### config.mk
export PLATFORM = sky130hd
export DESIGN_NAME = ssvs_phase
export DESIGN_NICKNAME = d
export VERILOG_FILES = /design/src/ssvs_pkg.sv /design/src/ssvs_phase.sv
export SDC_FILE = /design/constraint.sdc
export NUM_CORES = 1
export LEC_CHECK = 0
export BUFFER_PORTS_ARGS = -buffer_cell sky130_fd_sc_hd__buf_2
export CORE_ASPECT_RATIO = 1.2
export CORE_MARGIN = 5
export CORE_UTILIZATION = 30
export CTS_CLUSTER_DIAMETER = 40
export DETAILED_ROUTE_END_ITERATION = 8
export PLACE_DENSITY_LB_ADDON = 0.3
export SETUP_SLACK_MARGIN = 0.15
export SLEW_MARGIN = 20
export SYNTH_ARGS = -nofsm -noshare
export SYNTH_HDL_FRONTEND = slang
export SYNTH_SLANG_ARGS = --single-unit
### constraint.sdc
create_clock -name clk -period 3.43 [get_ports clk]
set_input_delay 0.343 -clock clk [delete_from_list [all_inputs] [get_ports clk]]
set_output_delay 0.343 -clock clk [all_outputs]
set_load 0.1 [all_outputs]
### src/ssvs_pkg.sv
// Types, constants and table functions of the sine source.
package ssvs_pkg;

	localparam int TIME_W      = 48;
	localparam int TURN_W      = 32;
	localparam int AMP_W       = 24;
	localparam int VOLT_W      = 26;
	localparam int SLOPE_W     = 32;
	localparam int SIN_W       = 32;
	localparam int QUARTER_W   = 31;
	localparam int SCALED_W    = 25;
	localparam int SLOPE_PRE_W = 30;
	localparam int OMEGA_W     = 32;
	localparam int SIN_FRAC    = 30;
	localparam int OMEGA_FRAC  = 29;
	localparam int CFG_W       = 32;
	localparam int ADDR_W      = 4;
	localparam int IN_TDATA_W  = 48;
	localparam int OUT_TDATA_W = 64;

	localparam longint HALF_PI_Q30 = 64'sd1686629713;
	localparam longint ONE_Q30     = 64'sd1073741824;
	localparam logic [OMEGA_W-1:0] TWO_PI_Q29 = 32'd3373259426;

	localparam logic signed [AMP_W-1:0] AMPLITUDE_RST = 24'sd65536;
	localparam logic signed [AMP_W-1:0] DC_OFFSET_RST = 24'sd0;
	localparam logic [TURN_W-1:0]       FREQUENCY_RST = 32'd257698;
	localparam logic [TURN_W-1:0]       PHASE_RST     = 32'd0;
	localparam logic [2*TURN_W-1:0] OMEGA_PROD_RST =
		(2*TURN_W)'(FREQUENCY_RST) * (2*TURN_W)'(TWO_PI_Q29);
	localparam logic [OMEGA_W-1:0] OMEGA_RST = OMEGA_PROD_RST[2*TURN_W-1 -: OMEGA_W];

	typedef enum logic [1:0] {
		REG_AMPLITUDE,
		REG_DC_OFFSET,
		REG_FREQUENCY,
		REG_PHASE_OFFSET
	} reg_idx_t;

	typedef struct packed {
		logic signed [AMP_W-1:0] amplitude;
		logic signed [AMP_W-1:0] dc_offset;
		logic [TURN_W-1:0]       frequency;
		logic [TURN_W-1:0]       phase_offset;
		logic [OMEGA_W-1:0]      omega;
	} cfg_t;

	// floor((v + 2^(k-1)) / 2^k)
	function automatic longint round_shift(input longint v, input int unsigned k);
		return (v + (longint'(1) << (k - 1))) >>> k;
	endfunction

	// sin(pi/2 * k / 2^(tbits-2)) in Q1.30 by Taylor series through x^13
	function automatic logic [QUARTER_W-1:0] quarter_sin(input int unsigned k,
		input int unsigned tbits);
		longint r;
		longint x;
		longint x2;
		longint term;
		longint sum;
		r = longint'(k) << (TURN_W - tbits);
		x = round_shift(r * HALF_PI_Q30, SIN_FRAC);
		x2 = round_shift(x * x, SIN_FRAC);
		term = x;
		sum = x;
		term = -(round_shift(term * x2, SIN_FRAC) / 6);
		sum = sum + term;
		term = -(round_shift(term * x2, SIN_FRAC) / 20);
		sum = sum + term;
		term = -(round_shift(term * x2, SIN_FRAC) / 42);
		sum = sum + term;
		term = -(round_shift(term * x2, SIN_FRAC) / 72);
		sum = sum + term;
		term = -(round_shift(term * x2, SIN_FRAC) / 110);
		sum = sum + term;
		term = -(round_shift(term * x2, SIN_FRAC) / 156);
		sum = sum + term;
		if (sum > ONE_Q30) sum = ONE_Q30;
		if (sum < 0) sum = 0;
		return QUARTER_W'(sum);
	endfunction

endpackage

### src/ssvs_phase.sv
// Phase stages: frequency times time, plus phase offset, cut to a table index.
module ssvs_phase #(
	parameter int PHASE_BITS      = 32,
	parameter int SINE_TABLE_BITS = 10
) (
	input  logic                         clk,
	input  logic                         arst_n,
	input  ssvs_pkg::cfg_t               cfg,
	input  logic                         in_valid,
	output logic                         in_ready,
	input  logic [ssvs_pkg::TURN_W-1:0]  in_time,
	input  logic                         in_reversed,
	output logic                         out_valid,
	input  logic                         out_ready,
	output logic [SINE_TABLE_BITS-1:0]   out_index,
	output logic                         out_reversed
);
	import ssvs_pkg::*;

	localparam int TB       = SINE_TABLE_BITS;
	localparam int PW       = (PHASE_BITS < TURN_W) ? PHASE_BITS : TURN_W;
	localparam int IDX_BITS = (PW < TB) ? PW : TB;

	logic              vld_s1;
	logic              vld_s2;
	logic              rdy_s1;
	logic              rdy_s2;
	logic [TURN_W-1:0] prod_s1;
	logic              rev_s1;
	logic [TB-1:0]     idx_s2;
	logic              rev_s2;
	logic [TURN_W-1:0] phase_c;

	assign rdy_s2   = !vld_s2 || out_ready;
	assign rdy_s1   = !vld_s1 || rdy_s2;
	assign in_ready = rdy_s1;
	assign phase_c  = prod_s1 + cfg.phase_offset;

	always_ff @(posedge clk or negedge arst_n) begin
		if (!arst_n) begin
			vld_s1 <= 1'b0;
			vld_s2 <= 1'b0;
		end else begin
			if (rdy_s1) vld_s1 <= in_valid;
			if (rdy_s2) vld_s2 <= vld_s1;
		end
	end

	always_ff @(posedge clk) begin
		if (rdy_s1 && in_valid) begin
			prod_s1 <= TURN_W'(cfg.frequency * in_time);
			rev_s1  <= in_reversed;
		end
		if (rdy_s2 && vld_s1) begin
			idx_s2 <= TB'(phase_c[TURN_W-1 -: IDX_BITS]) << (TB - IDX_BITS);
			rev_s2 <= rev_s1;
		end
	end

	assign out_valid    = vld_s2;
	assign out_index    = idx_s2;
	assign out_reversed = rev_s2;

endmodule

# After elaboration in Yosys (flattened, before gate mapping)
# Cells that the tools add are included.
# totals
input_bits	181
wordCells	14
output_inout_bits	13
regBits	46
# classes
reduce_logical	6
mul	1
n_addsub	1
# ops
operator	n
$add 32x32->32	1
$mul 32x32->32	1
$logic_and 1x1->1	2
$logic_not 1->1	2
$logic_or 1x1->1	2

# Depth between registers and ports, before layout
# depth
ltp_word	4
mapped_depth	27
ltp_nobuf	25

# Worst setup path after synthesis
# No wires, ideal clock.
# synth_timing
kind	input-to-reg
start	in cfg[77] in the netlist's numbering
end	reg prod_s1[31], data pin
path_slack_ns	-3.392
required_ns	3.170
t_arrival_ns	6.562
n_path_buf	2
setup_ns	0.260
cell_stages	27
path_cell_list	clkbuf_1 -> clkbuf_1 -> nand2_1 -> fa_1 -> inv_1 -> fa_1 -> inv_1 -> fa_1 -> inv_1 -> fa_1 -> inv_1 -> fa_1 -> inv_1 -> fa_1 -> inv_1 -> fa_1 -> fa_1 -> inv_1 -> ha_1 -> a21o_1 -> a21oi_1 -> nand2_1 -> nor4_1 -> o31ai_1 -> a21o_1 -> a21oi_1 -> xnor2_1
# synth_via
elab_chain_len	1
# synth_rtl
item	line	text
start: declaration	ssvs_phase.sv:8	input ssvs_pkg::cfg_t cfg,
$mul 32x32->32	ssvs_phase.sv:51	prod_s1 <= TURN_W'(cfg.frequency * in_time);
end signal: assignment	ssvs_phase.sv:51	
end: declaration	ssvs_phase.sv:28	logic [TURN_W-1:0] prod_s1;
# No other way between the ends.
# A chain may end at the register's enable or synchronous reset.

# Worst setup path after layout
# layout_timing
start	in in_time[5] in the netlist's numbering
end	reg prod_s1[31], data pin
# layout_via
elab_chain_len	1
# layout_rtl
item	line	text
start: declaration	ssvs_phase.sv:11	input logic [ssvs_pkg::TURN_W-1:0] in_time,
$mul 32x32->32	ssvs_phase.sv:51	
# No other way between the ends.

==> flow_metrics.tcl <==
set metrics [dict create \
    hold_class "input pin to register" \
    avgSynthCellArea_um2 9.39 \
    final_cell_area_mm2 0.0233 \
    path_delay_family "adder cells" \
    clk_path_buf_depth 2 \
    drv_cap 0 \
    crit_required_ns 3.48 \
    grt_pass1_vias 15500 \
    slew_headroom 0.610 \
    nets 2953 \
    first_pass_iters 5 \
    synthDistinctLibCells 48 \
    max_freq_mhz 158 \
    synthTopCellsByArea "fa_1 (46%), ha_1 (11%), and2_1 (9.5%)" \
    end_kind "register" \
    path_clk_slew_ns 0.07 \
    synthArstFlopShare 0.0435 \
    status "finished, violations left" \
    holdPathStages 1 \
    finalWirelength_mm 53.8 \
    multi_input_area_mm2 0.0158 \
    gp_congestion 0.876 \
    core_area_mm2 0.0595 \
    seq_area_frac_synth 0.0764 \
    syn_area_mm2 0.0179 \
    min_to "rev_s1$_DFFE_PP_" \
    finalSetupViolCount 26 \
    clockRootBuffer "clkbuf_16" \
    hold_slack_ns 0.231 \
    preCtsSetupSlack_ns -3.54 \
    r2r_slack_ns 0.47 \
    r2r_cells 9 \
    wl_per_cell_um 17.8 \
    grt_setup_unrepaired "true" \
    cp.buffers_inverters 5 \
    initial_core_util 0.302 \
    die_area_mm2 0.0648 \
    violations "negative setup slack" \
    maxSlewViolCount 0 \
    rows 98 \
    antenna_found_initial 5 \
    yosys_warnings 0 \
    worst_slew_pin_slew_ns 0.581 \
    hold_viol 0 \
    mostFrequentLayoutCell "fa_1" \
    die_h_um 278 \
    max_stage_delay_ns 0.59 \
    path_class "input pin to register" \
    drt_iter0_drc 502 \
    synth_nets 2653 \
    io_pins 194 \
    overflow 0 \
    synth_top_flop_cell "edfxtp_1" \
    numPortBuffers 113 \
    yosysTopAreaCell "fa_1" \
    fin_crit_ns 6.32 \
    reg2reg_from "prod_s1[5]$_DFFE_PP_" \
    fill_cells 5912 \
    grt_max_degree 34 \
    min_period_over_period 1.84 \
    via_per_inst 4.50 \
    reg2reg_to "out_index[9]$_DFFE_PP_" \
    crit_top_cell "fa_1" \
    clock_latency_ns 0.29 \
    ant_nets 0 \
    yosys_register_bits 46 \
    vias 13600 \
    syn_inst 1911 \
    arrival_ns 6.37 \
    finClkSkew_ns 0.00474 \
    yosysTopAreaCellShare 0.455 \
    clock_sinks 46 \
    die_w_um 233 \
    dpl_cell_area_mm2 0.0215 \
    crit_chain "buf_12 -> buf_12 -> and2_4 -> fa_2 -> inv_1 -> fa_2 -> fa_1 -> fa_1 -> fa_1 -> fa_1 -> fa_1 -> fa_2 -> inv_2 -> ha_4 -> a21o_1 -> buf_6 -> a21o_1 -> o22ai_2 -> o31ai_2 -> a21o_1 -> a21oi_2 -> xnor2_1" \
    regArea_mm2 0.00137 \
    drcViolationCount 0 \
    dp_hpwl_mm 46.6 \
    layout_setup_ws_ns -2.89 \
    cpMaxStageDelayCell "fa_2" \
    cp_max_fo 8 \
    cp-start-kind "input pin" \
    synth_enable_flop_cells 44 \
    areaGrowthSynthToFinish_pct 29.8 \
    min-delay-start "in_reversed" \
    htree_levels 2 \
    cts_tree "done" \
    grt_pass1_wl_mm 85.1 \
    cts_made_buffers 5 \
    gr-usage-all-layers 0.167 \
    drive_above_1_share 0.278 \
    final_cell_mix "fa_1 (364), inv_1 (361), nand2_1 (263)" \
]
[synth_stat cells (all sizes together) (2+ instances only)]
cell type / number
fa: 408
inv: 400
nand2: 276
and2: 272
ha: 153
clkbuf: 86
xnor2: 72
edfxtp: 44
a21oi: 41
nor2: 23
xor2: 21
a21o: 19
o21ai: 17
nand3: 11
nand2b: 7
nor2b: 6
o21a: 6
nor3: 5
a2111oi: 4
a211oi: 4
and3: 4
nand4: 4
o21bai: 4
o2111ai: 3
o31ai: 3
a311oi: 2
dfrtp: 2
nor4: 2
o211ai: 2
[sequential cells by signal, summed over array words and instances, names as in the netlist]
register / flops
out_index: 10
out_reversed: 1
out_valid: 1
prod_s1: 32
rev_s1: 1
vld_s1: 1
[layout make-up]
cell class,count,area share
antenna,1,0.000107
clock buffer,5,0.00537
clock inverter,3,0.00107
inverter,400,0.0645
multi-input combinational,1378,0.680
sequential,46,0.0589
tap,800,0.0430
timing repair buffer,380,0.147
[metrics by stage]
stage,util,cells,setup TNS (ns)
after floorplan,-,1911,-56.60
after global placement,0.361,2965,-73.66
after detailed placement,0.361,2965,-75.38
after CTS,0.385,3000,-57.88
after global routing,0.392,3012,-62.38
final,0.392,3013,-58.25
[how the worst max path moves through the flow]
stage	start	end	slack, ns	cells past startpoint
after floorplan	in_time[4]	prod_s1[31]$_DFFE_PP_	-3.10	24
after global placement	in_time[8]	prod_s1[31]$_DFFE_PP_	-3.48	26
after detailed placement	in_time[5]	prod_s1[31]$_DFFE_PP_	-3.54	22
after CTS	cfg[72]	prod_s1[31]$_DFFE_PP_	-2.91	26
after global routing	in_time[4]	prod_s1[31]$_DFFE_PP_	-3.14	22
final	in_time[5]	prod_s1[31]$_DFFE_PP_	-2.89	22
[kinds of logic after synthesis]
family,Yosys count,synth area share
buffers and inverters,487,0.102
AO/OA/AOI/OAI,110,0.0426
AND/OR/NAND/NOR,614,0.171
adder cells (fa/ha/maj),561,0.562
flip-flops,46,0.0764
XOR/XNOR,93,0.0454
[timing repair]
action,CTS,global route
setup endpoints to repair,28,28
resized for setup,266,61
buffers inserted,23,9
hold endpoints to repair,2,0
gates cloned,3,3
hold buffers,1,0
pin swaps,150,43
[metal layers]
metal	vias to the layer above	GRT usage	share of wire
met5	-	0	0.00052
met3	65	0.0127	0.042
met2	291	0.310	0.53
li1	6249	-	-
met4	4	0.0382	0.027
met1	6957	0.210	0.40
[worst register-to-register path, delay by kind of cell (launching register included)]
family | cells | cell delay, ns
xor+xnor | 1 | 0.10
fa+ha+maj | 1 | 0.33
compound gates | 6 | 1.81
simple gates | 1 | 0.12
flops | 1 | 0.36
Power is not shown: default switching activity piles up to over one toggle a cycle in this logic, so the estimate is an artifact.
