[config.mk]
export PLATFORM = sky130hd
export DESIGN_NAME = ssvs_out
export DESIGN_NICKNAME = d
export VERILOG_FILES = /design/src/ssvs_pkg.sv /design/src/ssvs_out.sv
export SDC_FILE = /design/constraint.sdc
export NUM_CORES = 1
export LEC_CHECK = 0
export ABC_AREA = 0
export BUFFER_PORTS_ARGS = -buffer_cell sky130_fd_sc_hd__buf_2
export CELL_PAD_IN_SITES_DETAIL_PLACEMENT = 1
export CELL_PAD_IN_SITES_GLOBAL_PLACEMENT = 2
export CORE_MARGIN = 8
export CORE_UTILIZATION = 30
export DETAILED_ROUTE_END_ITERATION = 10
export GPL_TIMING_DRIVEN = 0
export PLACE_DENSITY_LB_ADDON = 0.1
export SLEW_MARGIN = 10
export SYNTH_ARGS = -nofsm -noshare
export SYNTH_HDL_FRONTEND = slang
export SYNTH_SLANG_ARGS = --single-unit
[constraint.sdc]
create_clock -name clk -period 2.6 [get_ports clk]
set_input_delay 0.52 -clock clk [delete_from_list [all_inputs] [get_ports clk]]
set_output_delay 0.52 -clock clk [all_outputs]
set_load 0.05 [all_outputs]
[src/ssvs_pkg.sv]
// Types, constants and table functions of the sine source.
package ssvs_pkg;

	localparam int TIME_W      = 48;
	localparam int TURN_W      = 32;
	localparam int AMP_W       = 24;
	localparam int VOLT_W      = 26;
	localparam int SLOPE_W     = 32;
	localparam int SIN_W       = 32;
	localparam int QUARTER_W   = 31;
	localparam int SCALED_W    = 25;
	localparam int SLOPE_PRE_W = 30;
	localparam int OMEGA_W     = 32;
	localparam int SIN_FRAC    = 30;
	localparam int OMEGA_FRAC  = 29;
	localparam int CFG_W       = 32;
	localparam int ADDR_W      = 4;
	localparam int IN_TDATA_W  = 48;
	localparam int OUT_TDATA_W = 64;

	localparam longint HALF_PI_Q30 = 64'sd1686629713;
	localparam longint ONE_Q30     = 64'sd1073741824;
	localparam logic [OMEGA_W-1:0] TWO_PI_Q29 = 32'd3373259426;

	localparam logic signed [AMP_W-1:0] AMPLITUDE_RST = 24'sd65536;
	localparam logic signed [AMP_W-1:0] DC_OFFSET_RST = 24'sd0;
	localparam logic [TURN_W-1:0]       FREQUENCY_RST = 32'd257698;
	localparam logic [TURN_W-1:0]       PHASE_RST     = 32'd0;
	localparam logic [2*TURN_W-1:0] OMEGA_PROD_RST =
		(2*TURN_W)'(FREQUENCY_RST) * (2*TURN_W)'(TWO_PI_Q29);
	localparam logic [OMEGA_W-1:0] OMEGA_RST = OMEGA_PROD_RST[2*TURN_W-1 -: OMEGA_W];

	typedef enum logic [1:0] {
		REG_AMPLITUDE,
		REG_DC_OFFSET,
		REG_FREQUENCY,
		REG_PHASE_OFFSET
	} reg_idx_t;

	typedef struct packed {
		logic signed [AMP_W-1:0] amplitude;
		logic signed [AMP_W-1:0] dc_offset;
		logic [TURN_W-1:0]       frequency;
		logic [TURN_W-1:0]       phase_offset;
		logic [OMEGA_W-1:0]      omega;
	} cfg_t;

	// floor((v + 2^(k-1)) / 2^k)
	function automatic longint round_shift(input longint v, input int unsigned k);
		return (v + (longint'(1) << (k - 1))) >>> k;
	endfunction

	// sin(pi/2 * k / 2^(tbits-2)) in Q1.30 by Taylor series through x^13
	function automatic logic [QUARTER_W-1:0] quarter_sin(input int unsigned k,
		input int unsigned tbits);
		longint r;
		longint x;
		longint x2;
		longint term;
		longint sum;
		r = longint'(k) << (TURN_W - tbits);
		x = round_shift(r * HALF_PI_Q30, SIN_FRAC);
		x2 = round_shift(x * x, SIN_FRAC);
		term = x;
		sum = x;
		term = -(round_shift(term * x2, SIN_FRAC) / 6);
		sum = sum + term;
		term = -(round_shift(term * x2, SIN_FRAC) / 20);
		sum = sum + term;
		term = -(round_shift(term * x2, SIN_FRAC) / 42);
		sum = sum + term;
		term = -(round_shift(term * x2, SIN_FRAC) / 72);
		sum = sum + term;
		term = -(round_shift(term * x2, SIN_FRAC) / 110);
		sum = sum + term;
		term = -(round_shift(term * x2, SIN_FRAC) / 156);
		sum = sum + term;
		if (sum > ONE_Q30) sum = ONE_Q30;
		if (sum < 0) sum = 0;
		return QUARTER_W'(sum);
	endfunction

endpackage

[src/ssvs_out.sv]
// Output stage: orientation sign, widening and packing into the result register.
module ssvs_out (
	input  logic                                     clk,
	input  logic                                     arst_n,
	input  logic                                     in_valid,
	output logic                                     in_ready,
	input  logic signed [ssvs_pkg::VOLT_W-1:0]       in_voltage,
	input  logic signed [ssvs_pkg::SLOPE_PRE_W-1:0]  in_slope,
	input  logic                                     in_reversed,
	output logic                                     out_valid,
	input  logic                                     out_ready,
	output logic [ssvs_pkg::OUT_TDATA_W-1:0]         out_data
);
	import ssvs_pkg::*;

	localparam int PAD_W = OUT_TDATA_W - VOLT_W - SLOPE_W;

	logic signed [VOLT_W-1:0]      volt_c;
	logic signed [SLOPE_PRE_W-1:0] slope_c;
	logic                          vld_s6;
	logic                          rdy_s6;
	logic signed [VOLT_W-1:0]      volt_s6;
	logic signed [SLOPE_W-1:0]     slope_s6;

	// both results stay well inside their ranges, so negation needs no clipping
	assign volt_c  = in_reversed ? -in_voltage : in_voltage;
	assign slope_c = in_reversed ? -in_slope : in_slope;

	assign rdy_s6   = !vld_s6 || out_ready;
	assign in_ready = rdy_s6;

	always_ff @(posedge clk or negedge arst_n) begin
		if (!arst_n) begin
			vld_s6 <= 1'b0;
		end else if (rdy_s6) begin
			vld_s6 <= in_valid;
		end
	end

	always_ff @(posedge clk) begin
		if (rdy_s6 && in_valid) begin
			volt_s6  <= volt_c;
			slope_s6 <= SLOPE_W'(slope_c);
		end
	end

	assign out_valid = vld_s6;
	assign out_data  = {PAD_W'(0), slope_s6, volt_s6};

endmodule

# Word-level counts from Yosys, hierarchy flattened
# Index checks and enable logic that the tools add are counted.
[totals]
latch_bits = 0
out_inout_bits = 66
reg_bits = 57
wordCells = 10
romBits = 0
memories = 0
inputBits = 61
mem_bits_rw = 0
[classes]
shift = 0
magnitude_cmp = 0
n_mul = 0
mux = 2
eq_ne = 0
reduce_logical = 3
bitwise = 0
div = 0
add_sub_neg = 2
[op_table]
columns = ["cell", "n"]
rows = [
  ["two-way mux 30 bit", 1],
  ["negation 30 bit", 1],
  ["two-way mux 26 bit", 1],
  ["negation 26 bit", 1],
  ["logical AND 1 bit", 1],
  ["logical NOT 1 bit", 1],
  ["logical OR 1 bit", 1],
]

# Longest topological paths before layout
# Gate-level depths: netlist of the first run.
[logic_depth]
depth_word = 3
mapped_depth = 6
depth_no_buf = 6

# Least setup slack after synthesis of the first run
# OpenSTA, ideal clock, no wires.
[synth_path]
kind = "register -> register"
start = "register vld_s6, in the netlist out_valid"
end = "register slope_s6[0] (enable)"
path_slack_ns = -0.291
period_less_slack_ns = 2.891
arrival_time_ns = 2.472
path_buffers = 0
required_time_ns = 2.181
path_stages_with_launch = 3
setup_time_ns = 0.419
cell_sequence = "dfrtp_1 -> nand2b_1 -> and2_1"
[synth_between]
elab_chain_len = 3
[synth_lines]
columns = ["element", "line", "text"]
rows = [
  ["from (decl)", "ssvs_out.sv:20", "logic vld_s6;"],
  ["from (signal assigned)", "ssvs_out.sv:36", "vld_s6 <= in_valid;"],
  ["logical NOT 1 bit", "ssvs_out.sv:29", "assign rdy_s6 = !vld_s6 || out_ready;"],
  ["logical OR 1 bit", "ssvs_out.sv:29", ""],
  ["named net in_ready", "ssvs_out.sv:6", "output logic in_ready,"],
  ["logical AND 1 bit", "ssvs_out.sv:41", "if (rdy_s6 && in_valid) begin"],
  ["to (signal assigned)", "ssvs_out.sv:43", "slope_s6 <= SLOPE_W'(slope_c);"],
  ["to (decl)", "ssvs_out.sv:23", "logic signed [SLOPE_W-1:0] slope_s6;"],
]
# The timed path passes the listed nets, and every way through them passes these cells.
# A chain may end at the register's enable or synchronous reset.

# Worst setup path in the final report of the first run
[layout_path]
start = "input in_voltage[1] (netlist name)"
end = "register volt_s6[20] (data pin)"
[layout_between]
elab_chain_len = 2
[layout_lines]
columns = ["element", "line", "text"]
rows = [
  ["from (decl)", "ssvs_out.sv:7", "input logic signed [ssvs_pkg::VOLT_W-1:0] in_voltage,"],
  ["negation 26 bit", "ssvs_out.sv:26", "assign volt_c = in_reversed ? -in_voltage : in_voltage;"],
  ["two-way mux 26 bit", "ssvs_out.sv:26", ""],
  ["named net volt_c[20]", "ssvs_out.sv:18", "logic signed [VOLT_W-1:0] volt_c;"],
  ["to (signal assigned)", "ssvs_out.sv:42", "volt_s6 <= volt_c;"],
  ["to (decl)", "ssvs_out.sv:22", "logic signed [VOLT_W-1:0] volt_s6;"],
]
# The timed path passes the listed nets, and every way through them passes these cells.

==> results of run 1 <==
## layout by cell type, fill, tap and decap left out, types with 8 or more instances in the layout
master and count:
buf_2 119, edfxtp_1 56, xnor2_1 52, nand2_1 23
o31ai_1 14, o21ai_0 14, clkbuf_8 11, o41ai_1 8
buf_4 8
## logic make-up (layout without fill, tap and decap cells)
family	count (synthesis)	in the layout	synth area share, %
other	1	6	0.122
XOR/XNOR	52	52	14.8
AND/OR/NAND/NOR	68	68	13.5
AO/OA/AOI/OAI	43	43	11.7
adder cells (fa/ha/maj)	2	2	0.814
flip-flops	57	57	55.5
buffers and inverters	19	155	3.54
## layout make-up
| cell class | instances | area share, % |
|---|---|---|
| multi-input combinational | 171 | 31.6 |
| inverter | 4 | 0.371 |
| clock buffer | 13 | 3.93 |
| sequential | 57 | 42.2 |
| tap | 136 | 4.21 |
| timing repair buffer | 120 | 15.0 |
| buffer | 15 | 2.32 |
| clock inverter | 3 | 0.371 |
## sequential cells by signal (all words and copies together), names as in the netlist
signal / cells
volt_s6: 26
out_valid: 1
slope_s6: 30
## routing by layer
layer	GRT usage (%)	part of all wire, %	vias to the layer above
li1	-	-	1166
met1	14.5	42	1111
met2	21.4	49	69
met3	4.21	8.1	9
met4	4.95	1.1	0
met5	0	0	-
## metrics by stage
step           power [mW]  utilization [%]  cells
5_1_grt              2.58             39.9    519
3_5_place_dp         1.75             38.1    502
6_report             2.47             39.9    519
4_1_cts              2.51             39.9    519
3_3_place_gp         1.74             38.1    502
2_1_floorplan        1.56                -    247
## where the power goes
part	internal [mW]	switching, mW
sequential	1.10	0.0148
clock	0.394	0.355
combinational	0.169	0.436
total	1.66	0.805
## final timing paths
| kind | to | slack (ns) | cells after the start |
|---|---|---|---|
| worst min register to register | out_valid$_DFFE_PN0N_ | 0.54 | 2 |
| min in group asynchronous | out_valid$_DFFE_PN0N_ | 0.50 | 2 |
| worst max register to register | slope_s6[15]$_DFFE_PP_ | 1.07 | 2 |
| worst max-delay path | volt_s6[20]$_DFFE_PP_ | 0.70 | 7 |
| worst min-delay path | out_valid$_DFFE_PN0N_ | 0.39 | 2 |
| max in group asynchronous | out_valid$_DFFE_PN0N_ | 2.02 | 2 |
## what timing repair did
item,4_1_cts,5_1_grt
hold buffers,1,0
endpoints found under the hold margin,1,0
endpoints found under the setup margin,0,0
==> impl_metrics.json, run 1 <==
{
  "dp_hpwl_um": 6680,
  "yosys.area.top_type": "edfxtp_1",
  "ant_nets": 0,
  "crit_family": "simple AND/OR/NAND/NOR gates",
  "crit_required_ns": 2.68,
  "ys_top_cells_by_area": "edfxtp_1 55%, xnor2_1 15%, o41ai_2 3.7%, o31ai_1 3.4%, nand2_1 2.8%",
  "cp_slowest_cell": "o41ai_2",
  "die_x_um": 117,
  "cpPeakStageDelay_ns": 0.39,
  "wl_per_cell_um": 16.7,
  "totalNegativeSetupSlack_ns": 0,
  "cts_inserted_buffers": 9,
  "placed_area_um2": 3860,
  "drv_cap": 0,
  "leakage_nw": 1.52,
  "cts_tree": "done",
  "vias": 2355,
  "antenna_cells": 0,
  "detail_route.first_pass.iterations": 4,
  "dieArea_um2": 13700,
  "die_h_um": 117,
  "ir_worst_vdd_mv": 0.177,
  "slew_headroom_pct": 51.4,
  "cts_htree_levels": 3,
  "synth-seq-cells": 57,
  "startpoint_type": "input port",
  "crit_buf_inv": 2,
  "worstSetupStartpoint": "in_voltage[1]",
  "powerDensity_nw_per_um2": 610,
  "drv_slew": 0,
  "grt_max_degree": 57,
  "io_buffers": 119,
  "grt_pass1_vias": 2524,
  "drtIter0Drc": 77,
  "crit_fanout": 5,
  "place_congestion": 0.692,
  "synth.distinct_cells": 33,
  "place_ws_ns": 0.323,
  "critPathArrivalTime_ns": 1.98,
  "worst_setup_path_end_kind": "flop",
  "routed_wl_um": 8680,
  "grt_usage_pct": 12.7,
  "synth-seq-area-share_pct": 55.5,
  "gr-total-overflow": 0,
  "postSynth.asyncResetShare_pct": 1.75,
  "clkLatencyLatePin_ns": 0.33,
  "setup_viol": 0,
  "multi_input_area_um2": 1280,
  "yosys_most_used_dff": "edfxtp_1",
  "grt_pass1_wl_um": 13000,
  "final.min_clock_period_ns": 1.90,
  "cts-root-buf": "clkbuf_8",
  "cts_resized": 0,
  "area_growth_pct": 31.6,
  "fp-row-count": 37,
  "clkTransAtPathRegs_ns": 0.07,
  "clock_path_buffers": 2,
  "drive_gt1_share_pct": 41.8,
  "crit_chain": "buf_2 -> inv_1 -> ha_1 -> nor2b_1 -> nand4_2 -> o41ai_2 -> xnor2_1",
  "initial_core_util_pct": 30.3,
  "fin_area_um2": 4050,
  "r2r_start": "out_valid$_DFFE_PN0N_",
  "hp-class": "input port to flop",
  "hp-start": "in_valid",
  "routed_via_density": 4.54,
  "worst_pin_slew_ns": 0.729,
  "post_cts_buffers": 0,
  "fin_crit_sh_pct": 73.0,
  "ff_latch_area_um2": 1710,
  "syn-cell-area_um2": 3070,
  "synth_top_area_share_pct": 54.7,
  "fmax_mhz": 527,
  "rsz0062_at_grt": "false",
  "drc_errors": 0,
  "worst-setup-path-type": "input port to flop",
  "skew_ns": 0.0131,
  "syn_area_per_cell_um2": 12.7,
  "hold_viol": 0,
  "setup_ws_ns": 0.701,
  "holdWs_ns": 0.390,
  "core_um2": 10100,
  "synth_edf_count": 56,
  "yosys_warnings": 0,
  "final_nets": 441,
  "synthTopCellsByCount": "56 x edfxtp_1, 52 x xnor2_1, 23 x nand2_1",
  "grt_antenna_before_repair": 0,
  "fillCellCount": 1167,
  "pin_count": 127,
  "clock-sinks": 57,
  "synth.most_common_cell": "edfxtp_1",
  "synth_cells": 242,
  "status": "finished, final reports clean"
}
No activity file was read; power rests on OpenSTA's default activity.
==> inputs of run 2 (changes only) <==
==> constraint.sdc (replaced) <==
create_clock -name clk -period 1.85 [get_ports clk]
set_input_delay 0.37 -clock clk [delete_from_list [all_inputs] [get_ports clk]]
set_output_delay 0.37 -clock clk [all_outputs]
set_load 0.05 [all_outputs]
==> run 2 against run 1 <==
  * Via count rose by 1.1%
  * Worst setup slack got worse by 0.57 ns
  * Count of clock-buffer cells in the layout rose by 1
  * Highest routed layer is now met5
  * Combinational power rose by 42%
  * Critical endpoint unchanged
  * Sequential share of layout area fell by 0.52 points
  * Register-to-register slack got worse by 0.75 ns
  * Sequential cell count did not move
  * Die area did not move
  * Core utilization rose by 0.49 points
==> impl_metrics.json, run 2 (synthesized netlist as in run 1, its figures left out) <==
{
  "status": "finished, final reports clean",
  "drtIter0Drc": 65,
  "dieArea_um2": 13700,
  "drv_cap": 0,
  "cts_inserted_buffers": 9,
  "layout_common_cells": "119 x buf_2, 56 x edfxtp_1, 52 x xnor2_1",
  "die_x_um": 117,
  "worst_pin_slew_ns": 0.762,
  "clock_path_buffers": 2,
  "routed_wl_um": 8850,
  "wl_per_cell_um": 16.9,
  "cts-root-buf": "clkbuf_8",
  "power_frac_clock_pct": 31.7,
  "largest_reg_flops": 30,
  "leakage_nw": 1.54,
  "io_buffers": 119,
  "hold_viol": 0,
  "powerDensity_nw_per_um2": 867,
  "die_h_um": 117,
  "drv_slew": 0,
  "place_congestion": 0.687,
  "critPathArrivalTime_ns": 1.80,
  "area_growth_pct": 33.2,
  "clkTransAtPathRegs_ns": 0.07,
  "grt_pass1_vias": 2578,
  "ir_worst_vdd_mv": 0.358,
  "vias": 2380,
  "routed_via_density": 4.56,
  "p_sw_share_pct": 32.0,
  "cts_tree": "done",
  "ant_nets": 0,
  "p_comb_share_pct": 24.1,
  "startpoint_type": "input port",
  "fmax_mhz": 582,
  "slew_headroom_pct": 49.2,
  "setup_viol": 0,
  "dp_hpwl_um": 6710,
  "placed_cells": 502,
  "netSwitchingPower_mw": 1.13,
  "hold_depth": 2,
  "final_util_pct": 40.4,
  "drive_gt1_share_pct": 43.4,
  "seqPwrFrac_pct": 44.1,
  "detail_route.first_pass.iterations": 4,
  "fp-row-count": 37,
  "crit_required_ns": 1.93,
  "pin_count": 127,
  "worst-setup-path-type": "input port to flop",
  "grt_antenna_before_repair": 2,
  "worst_setup_path_end_kind": "flop",
  "final_nets": 443,
  "top_register": "slope_s6",
  "r2r_cells": 2,
  "final_cells": 522,
  "grt_usage_pct": 13.1,
  "hp-class": "input port to flop",
  "clkLatencyLatePin_ns": 0.33,
  "clock-sinks": 57,
  "skew_ns": 0.00903,
  "drc_errors": 0,
  "core_um2": 10100,
  "rsz0062_at_grt": "false",
  "crit_fanout": 5,
  "initial_core_util_pct": 30.3,
  "final.min_clock_period_ns": 1.72,
  "grt_max_degree": 57,
  "cts_htree_levels": 3,
  "fin_crit_sh_pct": 92.8,
  "p_int_mw": 2.42,
  "final_common_cell": "buf_2",
  "gr-total-overflow": 0,
  "grt_pass1_wl_um": 13300
}
==> run 2: layout make-up <==
type,count,area (µm²)
inverter,4,15.0
fill,1171,6040
timing repair buffer,122,621
tap,136,170
sequential,57,1710
buffer,15,93.8
multi-input combinational,171,1290
clock buffer,14,183
clock inverter,2,10.0
antenna,1,2.50
==> run 2: power groups by stage <==
stage	sequential (mW)	combinational, mW	clock [mW]
finish	1.57	0.857	1.13
floorplan	1.92	0.272	0
CTS	1.57	0.866	1.17
detailed placement	1.60	0.863	0
global placement	1.59	0.858	0
global route	1.58	0.916	1.22
==> run 2: routing by layer <==
metal	up-vias	track usage [%]	part of all wire, %
met5	-	0	0.14
met4	2	4.86	1.6
met3	11	5.39	8.6
met2	73	21.7	47
met1	1120	14.9	43
li1	1174	-	-
==> run 2: worst paths after layout <==
check	end	slack (ns)	from
max reg2reg	slope_s6[22]$_DFFE_PP_	0.32	out_valid$_DFFE_PN0N_
max	volt_s6[20]$_DFFE_PP_	0.13	in_voltage[0]
min	out_valid$_DFFE_PN0N_	0.23	in_valid
min reg2reg	out_valid$_DFFE_PN0N_	0.52	out_valid$_DFFE_PN0N_
min in group asynchronous	out_valid$_DFFE_PN0N_	0.37	arst_n
max in group asynchronous	out_valid$_DFFE_PN0N_	1.40	arst_n
==> run 2: critical path: stages <==
cell and delay [ns]:
buf_2 0.12, inv_1 0.07, ha_1 0.21, nor2b_2 0.24, nand4_2 0.24, o41ai_2 0.43, xnor2_1 0.10
==> run 2: what timing repair did <==
| action | 4_1_cts | 5_1_grt |
|---|---|---|
| resized for setup | 0 | 3 |
| hold buffers | 1 | 0 |
| setup endpoints to repair | 0 | 4 |
| setup buffers | 0 | 2 |
| endpoints found under the hold margin | 1 | 0 |
==> run 2: through the flow <==
step | area (µm²) | TNS [ns] | worst slack (ns) | hold WS, ns | total power, mW
final | 4100 | 0 | 0.132 | 0.235 | 3.55
after global placement | 3860 | -4.88 | -0.275 | 0.145 | 2.45
after detailed placement | 3860 | -5.54 | -0.332 | 0.146 | 2.46
after global routing | 4100 | 0 | 0.0456 | 0.225 | 3.71
after CTS | 4070 | 0 | 0.0313 | 0.215 | 3.61
after floorplan | 3100 | 0 | 0.0215 | 0.0744 | 2.19
