**src/ssvs_pkg.sv**
```systemverilog
// Types, constants and table functions of the sine source.
package ssvs_pkg;

	localparam int TIME_W      = 48;
	localparam int TURN_W      = 32;
	localparam int AMP_W       = 24;
	localparam int VOLT_W      = 26;
	localparam int SLOPE_W     = 32;
	localparam int SIN_W       = 32;
	localparam int QUARTER_W   = 31;
	localparam int SCALED_W    = 25;
	localparam int SLOPE_PRE_W = 30;
	localparam int OMEGA_W     = 32;
	localparam int SIN_FRAC    = 30;
	localparam int OMEGA_FRAC  = 29;
	localparam int CFG_W       = 32;
	localparam int ADDR_W      = 4;
	localparam int IN_TDATA_W  = 48;
	localparam int OUT_TDATA_W = 64;

	localparam longint HALF_PI_Q30 = 64'sd1686629713;
	localparam longint ONE_Q30     = 64'sd1073741824;
	localparam logic [OMEGA_W-1:0] TWO_PI_Q29 = 32'd3373259426;

	localparam logic signed [AMP_W-1:0] AMPLITUDE_RST = 24'sd65536;
	localparam logic signed [AMP_W-1:0] DC_OFFSET_RST = 24'sd0;
	localparam logic [TURN_W-1:0]       FREQUENCY_RST = 32'd257698;
	localparam logic [TURN_W-1:0]       PHASE_RST     = 32'd0;
	localparam logic [2*TURN_W-1:0] OMEGA_PROD_RST =
		(2*TURN_W)'(FREQUENCY_RST) * (2*TURN_W)'(TWO_PI_Q29);
	localparam logic [OMEGA_W-1:0] OMEGA_RST = OMEGA_PROD_RST[2*TURN_W-1 -: OMEGA_W];

	typedef enum logic [1:0] {
		REG_AMPLITUDE,
		REG_DC_OFFSET,
		REG_FREQUENCY,
		REG_PHASE_OFFSET
	} reg_idx_t;

	typedef struct packed {
		logic signed [AMP_W-1:0] amplitude;
		logic signed [AMP_W-1:0] dc_offset;
		logic [TURN_W-1:0]       frequency;
		logic [TURN_W-1:0]       phase_offset;
		logic [OMEGA_W-1:0]      omega;
	} cfg_t;

	// floor((v + 2^(k-1)) / 2^k)
	function automatic longint round_shift(input longint v, input int unsigned k);
		return (v + (longint'(1) << (k - 1))) >>> k;
	endfunction

	// sin(pi/2 * k / 2^(tbits-2)) in Q1.30 by Taylor series through x^13
	function automatic logic [QUARTER_W-1:0] quarter_sin(input int unsigned k,
		input int unsigned tbits);
		longint r;
		longint x;
		longint x2;
		longint term;
		longint sum;
		r = longint'(k) << (TURN_W - tbits);
		x = round_shift(r * HALF_PI_Q30, SIN_FRAC);
		x2 = round_shift(x * x, SIN_FRAC);
		term = x;
		sum = x;
		term = -(round_shift(term * x2, SIN_FRAC) / 6);
		sum = sum + term;
		term = -(round_shift(term * x2, SIN_FRAC) / 20);
		sum = sum + term;
		term = -(round_shift(term * x2, SIN_FRAC) / 42);
		sum = sum + term;
		term = -(round_shift(term * x2, SIN_FRAC) / 72);
		sum = sum + term;
		term = -(round_shift(term * x2, SIN_FRAC) / 110);
		sum = sum + term;
		term = -(round_shift(term * x2, SIN_FRAC) / 156);
		sum = sum + term;
		if (sum > ONE_Q30) sum = ONE_Q30;
		if (sum < 0) sum = 0;
		return QUARTER_W'(sum);
	endfunction

endpackage

```
**src/ssvs_cfg.sv**
```systemverilog
// Configuration registers behind the APB port, with the angular rate per tick.
module ssvs_cfg (
	input  logic                         clk,
	input  logic                         arst_n,
	input  logic                         psel,
	input  logic                         penable,
	input  logic                         pwrite,
	input  logic [ssvs_pkg::ADDR_W-1:0]  paddr,
	input  logic [ssvs_pkg::CFG_W-1:0]   pwdata,
	output logic [ssvs_pkg::CFG_W-1:0]   prdata,
	output logic                         pready,
	output ssvs_pkg::cfg_t               cfg
);
	import ssvs_pkg::*;

	logic signed [AMP_W-1:0] amplitude_q;
	logic signed [AMP_W-1:0] dc_offset_q;
	logic [TURN_W-1:0]       frequency_q;
	logic [TURN_W-1:0]       phase_offset_q;
	logic [OMEGA_W-1:0]      omega_q;
	logic [2*TURN_W-1:0]     omega_prod;
	logic                    wr_en;
	reg_idx_t                reg_idx;

	assign pready     = 1'b1;
	assign wr_en      = psel && penable && pwrite && pready;
	assign reg_idx    = reg_idx_t'(paddr[ADDR_W-1:2]);
	assign omega_prod = (2*TURN_W)'(frequency_q) * (2*TURN_W)'(TWO_PI_Q29);

	always_ff @(posedge clk or negedge arst_n) begin
		if (!arst_n) begin
			amplitude_q    <= AMPLITUDE_RST;
			dc_offset_q    <= DC_OFFSET_RST;
			frequency_q    <= FREQUENCY_RST;
			phase_offset_q <= PHASE_RST;
			omega_q        <= OMEGA_RST;
		end else begin
			omega_q <= omega_prod[2*TURN_W-1 -: OMEGA_W];
			if (wr_en) begin
				case (reg_idx)
					REG_AMPLITUDE:    amplitude_q    <= pwdata[AMP_W-1:0];
					REG_DC_OFFSET:    dc_offset_q    <= pwdata[AMP_W-1:0];
					REG_FREQUENCY:    frequency_q    <= pwdata[TURN_W-1:0];
					REG_PHASE_OFFSET: phase_offset_q <= pwdata[TURN_W-1:0];
					default: ;
				endcase
			end
		end
	end

	always_comb begin
		case (reg_idx)
			REG_AMPLITUDE:    prdata = CFG_W'(unsigned'(amplitude_q));
			REG_DC_OFFSET:    prdata = CFG_W'(unsigned'(dc_offset_q));
			REG_FREQUENCY:    prdata = frequency_q;
			REG_PHASE_OFFSET: prdata = phase_offset_q;
			default:          prdata = '0;
		endcase
	end

	assign cfg.amplitude    = amplitude_q;
	assign cfg.dc_offset    = dc_offset_q;
	assign cfg.frequency    = frequency_q;
	assign cfg.phase_offset = phase_offset_q;
	assign cfg.omega        = omega_q;

endmodule

```
**config.mk**
```make
export PLATFORM = sky130hd
export DESIGN_NAME = ssvs_cfg
export DESIGN_NICKNAME = d
export VERILOG_FILES = /design/src/ssvs_pkg.sv /design/src/ssvs_cfg.sv
export SDC_FILE = /design/constraint.sdc
export NUM_CORES = 1
export LEC_CHECK = 0
export BUFFER_PORTS_ARGS = -buffer_cell sky130_fd_sc_hd__buf_2
export CAP_MARGIN = 10
export CORE_ASPECT_RATIO = 0.8
export CORE_MARGIN = 5
export CORE_UTILIZATION = 40
export CTS_CLUSTER_SIZE = 28
export DETAILED_ROUTE_END_ITERATION = 12
export GPL_TIMING_DRIVEN = 0
export HOLD_SLACK_MARGIN = 0.03
export PLACE_DENSITY_LB_ADDON = 0.3
export REMOVE_ABC_BUFFERS = 1
export SYNTH_ARGS = -nofsm -noshare
export SYNTH_HDL_FRONTEND = slang
export SYNTH_SLANG_ARGS = --single-unit
```
**constraint.sdc**
```tcl
create_clock -name clk -period 20.4 [get_ports clk]
set_input_delay 2.04 -clock clk [delete_from_list [all_inputs] [get_ports clk]]
set_output_delay 2.04 -clock clk [all_outputs]
set_load 0.03 [all_outputs]
```
# Word level (Yosys, flattened, before mapping)
# Cells that the tools add are included.
# totals
inputBits,41
regBits,144
out_inout_bits,177
# op_classes
n_reduce_logical,7
n_mul,1
n_eq_ne,3
muxes,1
# op_table
op,count
$pmux 32 s4,1
$mul 32x31->63 const B,1
$reduce_and 2->1,4
$eq 2x2->1 const B,2
$eq 2x1->1 const B,1
$logic_and 1x1->1,2
$logic_not 2->1,1

# Logic depth before layout (Yosys ltp)
# Gate-level depths: netlist of run 1.
# logic_depth
ltp_word,3
mapped_depth,24
mapped_depth_nobuf,24

# Worst setup path after synthesis of run 1
# OpenSTA, ideal clock, no wires.
# synth_timing
path_kind,reg2reg
start,register frequency_q[9]
end,register omega_q[31]
arrival_time_ns,6.536
path_buffers,0
setup_slack_ns,13.740
stages_incl_launch_ff,25
path_cell_list,dfstp_2 > inv_1 > fa_1 > xnor2_1 > ha_1 > inv_1 > fa_1 > inv_1 > ha_1 > inv_1 > fa_1 > inv_1 > fa_1 > fa_1 > ha_1 > ha_1 > nand3_1 > nor2_1 > a31oi_1 > o211ai_1 > a211o_1 > o221a_4 > nor4_4 > nor2_2 > a211o_1
# synth_between
elab_chain_cells,1
# synth_lines
element,line_no,source
start: declaration,ssvs_cfg.sv:18,logic [TURN_W-1:0] frequency_q;
start signal: assignment,ssvs_cfg.sv:43,REG_FREQUENCY: frequency_q <= pwdata[TURN_W-1:0];
$mul 32x31->63,ssvs_cfg.sv:28,assign omega_prod = (2*TURN_W)'(frequency_q) * (2*TURN_W)'(TWO_PI_Q29);
net omega_prod[63],ssvs_cfg.sv:21,logic [2*TURN_W-1:0] omega_prod;
end signal: assignment,ssvs_cfg.sv:38,omega_q <= omega_prod[2*TURN_W-1 -: OMEGA_W];
end: declaration,ssvs_cfg.sv:20,logic [OMEGA_W-1:0] omega_q;
# The timed path passes the listed nets, and every way through them passes these cells.
# A chain may end at the register's enable or synchronous reset.

# Final worst setup path of run 1
# layout_timing
start,register frequency_q[12]
end,register omega_q[26]
# The elaborated chain is that of the path after synthesis.

==> results.py, run 1 <==
metrics = {
    "outcome": {
        "status": "complete, no violations",
    },
    "route": {
        "drtIter0Drc": 800,
        "wl_met3_um": 3545,
        "first_pass_iters": 5,
        "drc": 0,
        "highest_layer": "met4",
        "wl_um": 56040,
        "routed_via_density": 5.046,
        "wl_per_cell_um": 19.65,
        "vias": 14390,
        "drtAntennaViolNets": 0,
        "wl_met2_um": 25270,
        "wirelength_met1_um": 26250,
    },
    "layout": {
        "fin_nets": 2908,
        "n_antenna_cell": 0,
        "final_cell_mix": "522 x inv_1, 374 x ha_1, 348 x fa_1",
        "mostFrequentLayoutCell": "inv_1",
        "final_layout_size_suffix_gt1_share_pct": 18.63,
        "area_growth_syn_to_layout_pct": 11.75,
    },
    "place": {
        "dpl_worst_slack_ns": 12.69,
        "portBuffers": 214,
        "dp_hpwl_um": 47630,
        "routabilityCongestion": 0.9218,
    },
    "setup_path": {
        "reg2reg_slack_ns": 12.66,
        "cp.arrival_ns": 8.09,
        "max_stage_delay_ns": 0.89,
        "crit_path_end_kind": "flop",
        "cp_common_cell": "fa_1",
        "crit_fanout": 10,
        "critPathRequiredTime_ns": 20.75,
        "path_cells": "inv_1 -> fa_1 -> xnor2_1 -> ha_1 -> inv_1 -> fa_1 -> inv_1 -> ha_1 -> fa_1 -> fa_1 -> fa_1 -> ha_1 -> ha_1 -> nand3_1 -> nor3_2 -> nand3_1 -> or3_1 -> nand3_2 -> a31oi_2 -> o21ai_2 -> nor4_1 -> a311oi_1",
        "crit_type": "reg2reg",
        "cp-start-kind": "flop",
        "slowest_stage": "dfrtp_1",
    },
    "synth": {
        "avgSynthCellArea_sq_um": 11.03,
        "synthesis.area_sq_um": 21430,
        "yosysUniqueCellTypes": 73,
        "synth-edff-count": 0,
        "yosysWarnings": 0,
        "synth_top_flop_cell": "dfrtp_1",
        "synth-async-reset-ratio_pct": 100.0,
        "synth.ff_latch_count": 144,
        "syn_inst": 1943,
        "ys_seq_area_share_pct": 16.94,
    },
    "sta": {
        "rsz0062_at_grt": "false",
        "min_period_over_period_pct": 37.95,
        "min_period_ns": 7.741,
        "finalWorstSetupSlack_ns": 12.66,
        "slew_headroom_pct": 38.56,
        "worstMarginPinSlew_ns": 0.9216,
        "drv_slew": 0,
        "setup_violations": 0,
        "setup_tns_ns": 0,
        "fmax_ghz": 0.1292,
        "skew_ns": 0.01536,
        "finalHoldViolations": 0,
    },
    "grt": {
        "grt_pass1_wl_um": 88520,
        "antenna_found_initial": 0,
        "grt_overflow": 0,
        "grtUsageTotal_pct": 19.72,
        "first_global_vias": 15680,
        "grt_max_degree": 99,
    },
    "clock_network": {
        "clockRootBuffer": "clkbuf_16",
        "cts_setup_buffers": 0,
        "cts_sinks": 144,
        "insertion_delay_ns": 0.48,
        "cts.htree.levels": 4,
        "path_clk_slew_ns": 0.07,
        "cts.repair.resized": 0,
        "postCtsHoldBufs": 0,
        "cts_tree": "yes",
        "clockBufferDepth": 2,
        "cts_buffers": 17,
    },
    "floorplanning": {
        "fp.dieW_um": 268.8,
        "initial_core_util_pct": 40.64,
        "io_pins": 218,
        "dieArea_sq_um": 58330,
        "rows": 75,
        "die_height_um": 217.0,
        "coreArea_sq_um": 52740,
    },
    "run": {
        "maxCapViolations": 0,
    },
    "min_path": {
        "hold_path.class": "reg2reg",
    },
}
-- metal layers --
layer | vias to the layer above | global-route usage (%)
met5 | - | 0
met4 | 0 | 4.704
met3 | 61 | 4.675
met2 | 376 | 29.79
met1 | 7364 | 28.90
li1 | 6584 | -
-- cell families after synthesis --
group	synth area share, %
other	0.01750
AOI/OAI and AO/OA	5.757
and+or+nand+nor	4.023
muxes	7.099
adders and majority gates	54.34
DFF	16.94
xor gates and xnor gates	1.921
buffers and inverters	9.896
-- registers in the layout (all words and copies together) (netlist names) --
signal	count
frequency_q	32
dc_offset_q	24
omega_q	32
phase_offset_q	32
amplitude_q	24
-- path summary, 6_finish.rpt --
check | startpoint | end | depth (start not counted)
setup / recovery | frequency_q[12] | omega_q[26] | 22
hold / removal | dc_offset_q[20] | dc_offset_q[20] | 1
setup reg to reg | frequency_q[12] | omega_q[26] | 22
hold reg to reg | dc_offset_q[20] | dc_offset_q[20] | 1
max in group asynchronous | arst_n | frequency_q[5] | 2
min in group asynchronous | arst_n | phase_offset_q[24] | 1
-- critical path: cells and delay by family, from the launching register on --
family                   cells  cell delay (ns)
buffers and inverters        3             0.46
flip-flops                   1             0.89
AND/OR/NAND/NOR              6             1.22
adder cells (fa/ha/maj)      9             4.01
AO/OA/AOI/OAI                3             0.92
XOR/XNOR                     1             0.10
-- metrics by stage --
stage | area (sq um) | hold WS, ns | util, % | cells
CTS | 23900 | 0.5308 | 45.32 | 2849
global route | 23950 | 0.5561 | 45.41 | 2851
floorplan | 21270 | 0.6816 | - | 1906
finish | 23950 | 0.5243 | 45.41 | 2851
detailed placement | 23300 | 0.5150 | 44.19 | 2817
global placement | 23210 | 0.5061 | 44.00 | 2813
-- Yosys cell counts, drive strengths merged (2+ instances only) --
library cell    n  area share [%]
nand3          18            0.44
o221ai          2           0.082
o21bai          4            0.14
nor3           12            0.30
nand4          11            0.32
o31ai           4            0.16
a211o           2           0.082
mux2           80             4.2
and2            3           0.088
a21boi          3            0.11
clkbuf         26            0.46
a21o           27            0.95
o22ai           2           0.058
ha            374              22
dfstp          22             2.7
nand2          63             1.1
o21a            3            0.11
a31o            3            0.12
and3            9            0.31
mux2i           8            0.37
o211ai          3            0.11
dfrtp         122              14
nor2           16            0.29
nor2b          16            0.47
xnor2          28             1.1
a41oi           2           0.082
fa            348              33
inv           522             9.1
nand2b          4            0.12
a21oi          53             1.3
buf            11            0.30
or3             3           0.088
mux4           24             2.5
xor2           19            0.78
o21ai          62             1.5
a31oi           6            0.27
nor4            4            0.19
or2             5            0.16
-- layout make-up --
class / instances / area, sq um
fill: 4971 / 28790
multi-input combinational: 1240 / 15690
sequential: 144 / 3631
inverter: 522 / 1959
timing repair buffer: 220 / 1202
tap: 693 / 867.1
clock buffer: 20 / 446.7
clock inverter: 12 / 150.1
Power of run 1 is left out: the tool's default activity adds up to more than one toggle a clock period on the data nets, which glitch-free logic cannot reach.
==> run 2: changes to the inputs <==
clock period = 6.8 ns   (was 20.4 ns; I/O delays follow)
==> results.py, run 2 (synthesis gave the netlist of run 1 again) <==
metrics = {
    "outcome": {
        "status": "complete, but fails checks",
        "violations": "negative setup slack",
    },
    "clock_network": {
        "cts_sinks": 144,
        "insertion_delay_ns": 0.48,
        "cts_tree": "yes",
        "clockBufferDepth": 2,
        "cts.htree.levels": 4,
        "path_clk_slew_ns": 0.06,
        "postCtsHoldBufs": 0,
        "clockRootBuffer": "clkbuf_16",
        "cts_buffers": 17,
    },
    "grt": {
        "grt_max_degree": 99,
        "first_global_vias": 16070,
        "grtUsageTotal_pct": 20.19,
        "antenna_found_initial": 0,
        "grt_pass1_wl_um": 90580,
        "grt_overflow": 0,
    },
    "layout": {
        "area_growth_syn_to_layout_pct": 16.17,
        "final_cell_mix": "510 x inv_1, 354 x ha_1, 335 x fa_1",
        "top_regs": "frequency_q: 32 flops, omega_q: 32 flops, phase_offset_q: 32 flops",
        "n_antenna_cell": 0,
        "final_layout_size_suffix_gt1_share_pct": 24.42,
        "fin_nets": 2961,
        "final_util_pct": 47.21,
        "mostFrequentLayoutCell": "inv_1",
        "fin_area_sq_um": 24900,
        "n_fill_cell": 4867,
    },
    "place": {
        "portBuffers": 214,
        "post_dp_cell_area_sq_um": 23300,
        "dp_hpwl_um": 47630,
        "routabilityCongestion": 0.9218,
    },
    "route": {
        "routed_via_density": 5.047,
        "wl_um": 57690,
        "first_pass_iters": 5,
        "vias": 14660,
        "drtAntennaViolNets": 0,
        "wl_per_cell_um": 19.86,
        "drc": 0,
        "drtIter0Drc": 802,
    },
    "sta": {
        "slew_headroom_pct": 37.88,
        "fin_hold_ws_ns": 0.1485,
        "rsz0062_at_grt": "true",
        "min_period_over_period_pct": 101.1,
        "setup_violations": 5,
        "finalWorstSetupSlack_ns": -0.07712,
        "min_period_ns": 6.877,
        "drv_slew": 0,
        "finalHoldViolations": 0,
        "worstMarginPinSlew_ns": 0.9318,
        "fmax_ghz": 0.1454,
        "skew_ns": 0.01632,
    },
    "floorplanning": {
        "initial_core_util_pct": 40.64,
        "io_pins": 218,
        "rows": 75,
        "dieArea_sq_um": 58330,
        "die_height_um": 217.0,
        "coreArea_sq_um": 52740,
        "fp.dieW_um": 268.8,
    },
    "setup_path": {
        "critPathRequiredTime_ns": 7.16,
        "crit_fanout": 12,
        "crit_type": "reg2reg",
        "crit_path_end_kind": "flop",
        "cp-start-kind": "flop",
        "cp.arrival_ns": 7.23,
    },
    "run": {
        "maxCapViolations": 0,
    },
    "min_path": {
        "hold_path.class": "in2async",
    },
}
==> run 2: changes by cell type in the layout (fill, tap and decap cells not counted), moves of 14 or more <==
| cell | change |
|---|---|
| ha_4 | +14 |
| ha_1 | -20 |
| buf_4 | +46 |
| dfrtp_2 | +17 |
| dfrtp_1 | -20 |
==> run 2: layout make-up <==
class	instances	area [sq um]	area share, %
Multi-Input combinational cell	1240	16090	64.62
Clock buffer	20	446.7	1.794
Sequential cell	144	3705	14.88
Inverter	522	1978	7.946
Tap cell	693	867.1	3.483
Timing Repair Buffer	273	1662	6.674
Clock inverter	12	150.1	0.6031
==> run 2: worst max-delay path, stage by stage, from the launching register on <==
cell and delay, ns:
dfstp_4 0.74, buf_4 0.16, fa_1 0.49, fa_1 0.55
fa_1 0.42, ha_1 0.32, fa_1 0.55, fa_1 0.43
fa_1 0.47, ha_1 0.30, ha_1 0.38, and3_1 0.22
nand2_1 0.11, or3_1 0.14, o21ai_2 0.07, a211o_1 0.33
o221a_4 0.28, nor4_4 0.44, nor2_2 0.07, a211o_1 0.28
==> run 2: final timing paths <==
kind                            startpoint  cells after the start         endpoint  slack [ns]
setup reg to reg           frequency_q[17]                     19      omega_q[31]       -0.08
setup / recovery           frequency_q[17]                     19      omega_q[31]       -0.08
hold / removal                      arst_n                      1      omega_q[31]        0.15
hold reg to reg            dc_offset_q[20]                      1  dc_offset_q[20]        0.53
max in group asynchronous           arst_n                      2   frequency_q[0]        5.77
min in group clk                pwdata[27]                      3  frequency_q[27]        0.43
==> run 2: per-layer routing <==
metal  track usage [%]  part of all wire, %  vias up
met5                 0                    0        -
met4             4.992                  1.9        0
met3             5.318                  6.6       70
met2             30.65                   45      372
met1             29.04                   46     7535
li1                  -                    -     6679
==> run 2: stage by stage <==
stage	TNS [ns]	instances	setup slack (ns)
finish	-0.2486	2904	-0.07712
global route	-1.856	2904	-0.2494
CTS	-0.04674	2891	-0.02071
detailed placement	-16.04	2817	-0.9054
global placement	-14.49	2813	-0.7924
floorplan	0	1906	0.1399
==> run 2: what timing repair did <==
action | CTS | global route
setup buffers | 42 | 11
endpoints found under the setup margin | 30 | 21
pin swaps | 19 | 26
endpoints found under the hold margin | 0 | 0
resized for setup | 79 | 37
Power of run 2 is left out for the same reason.
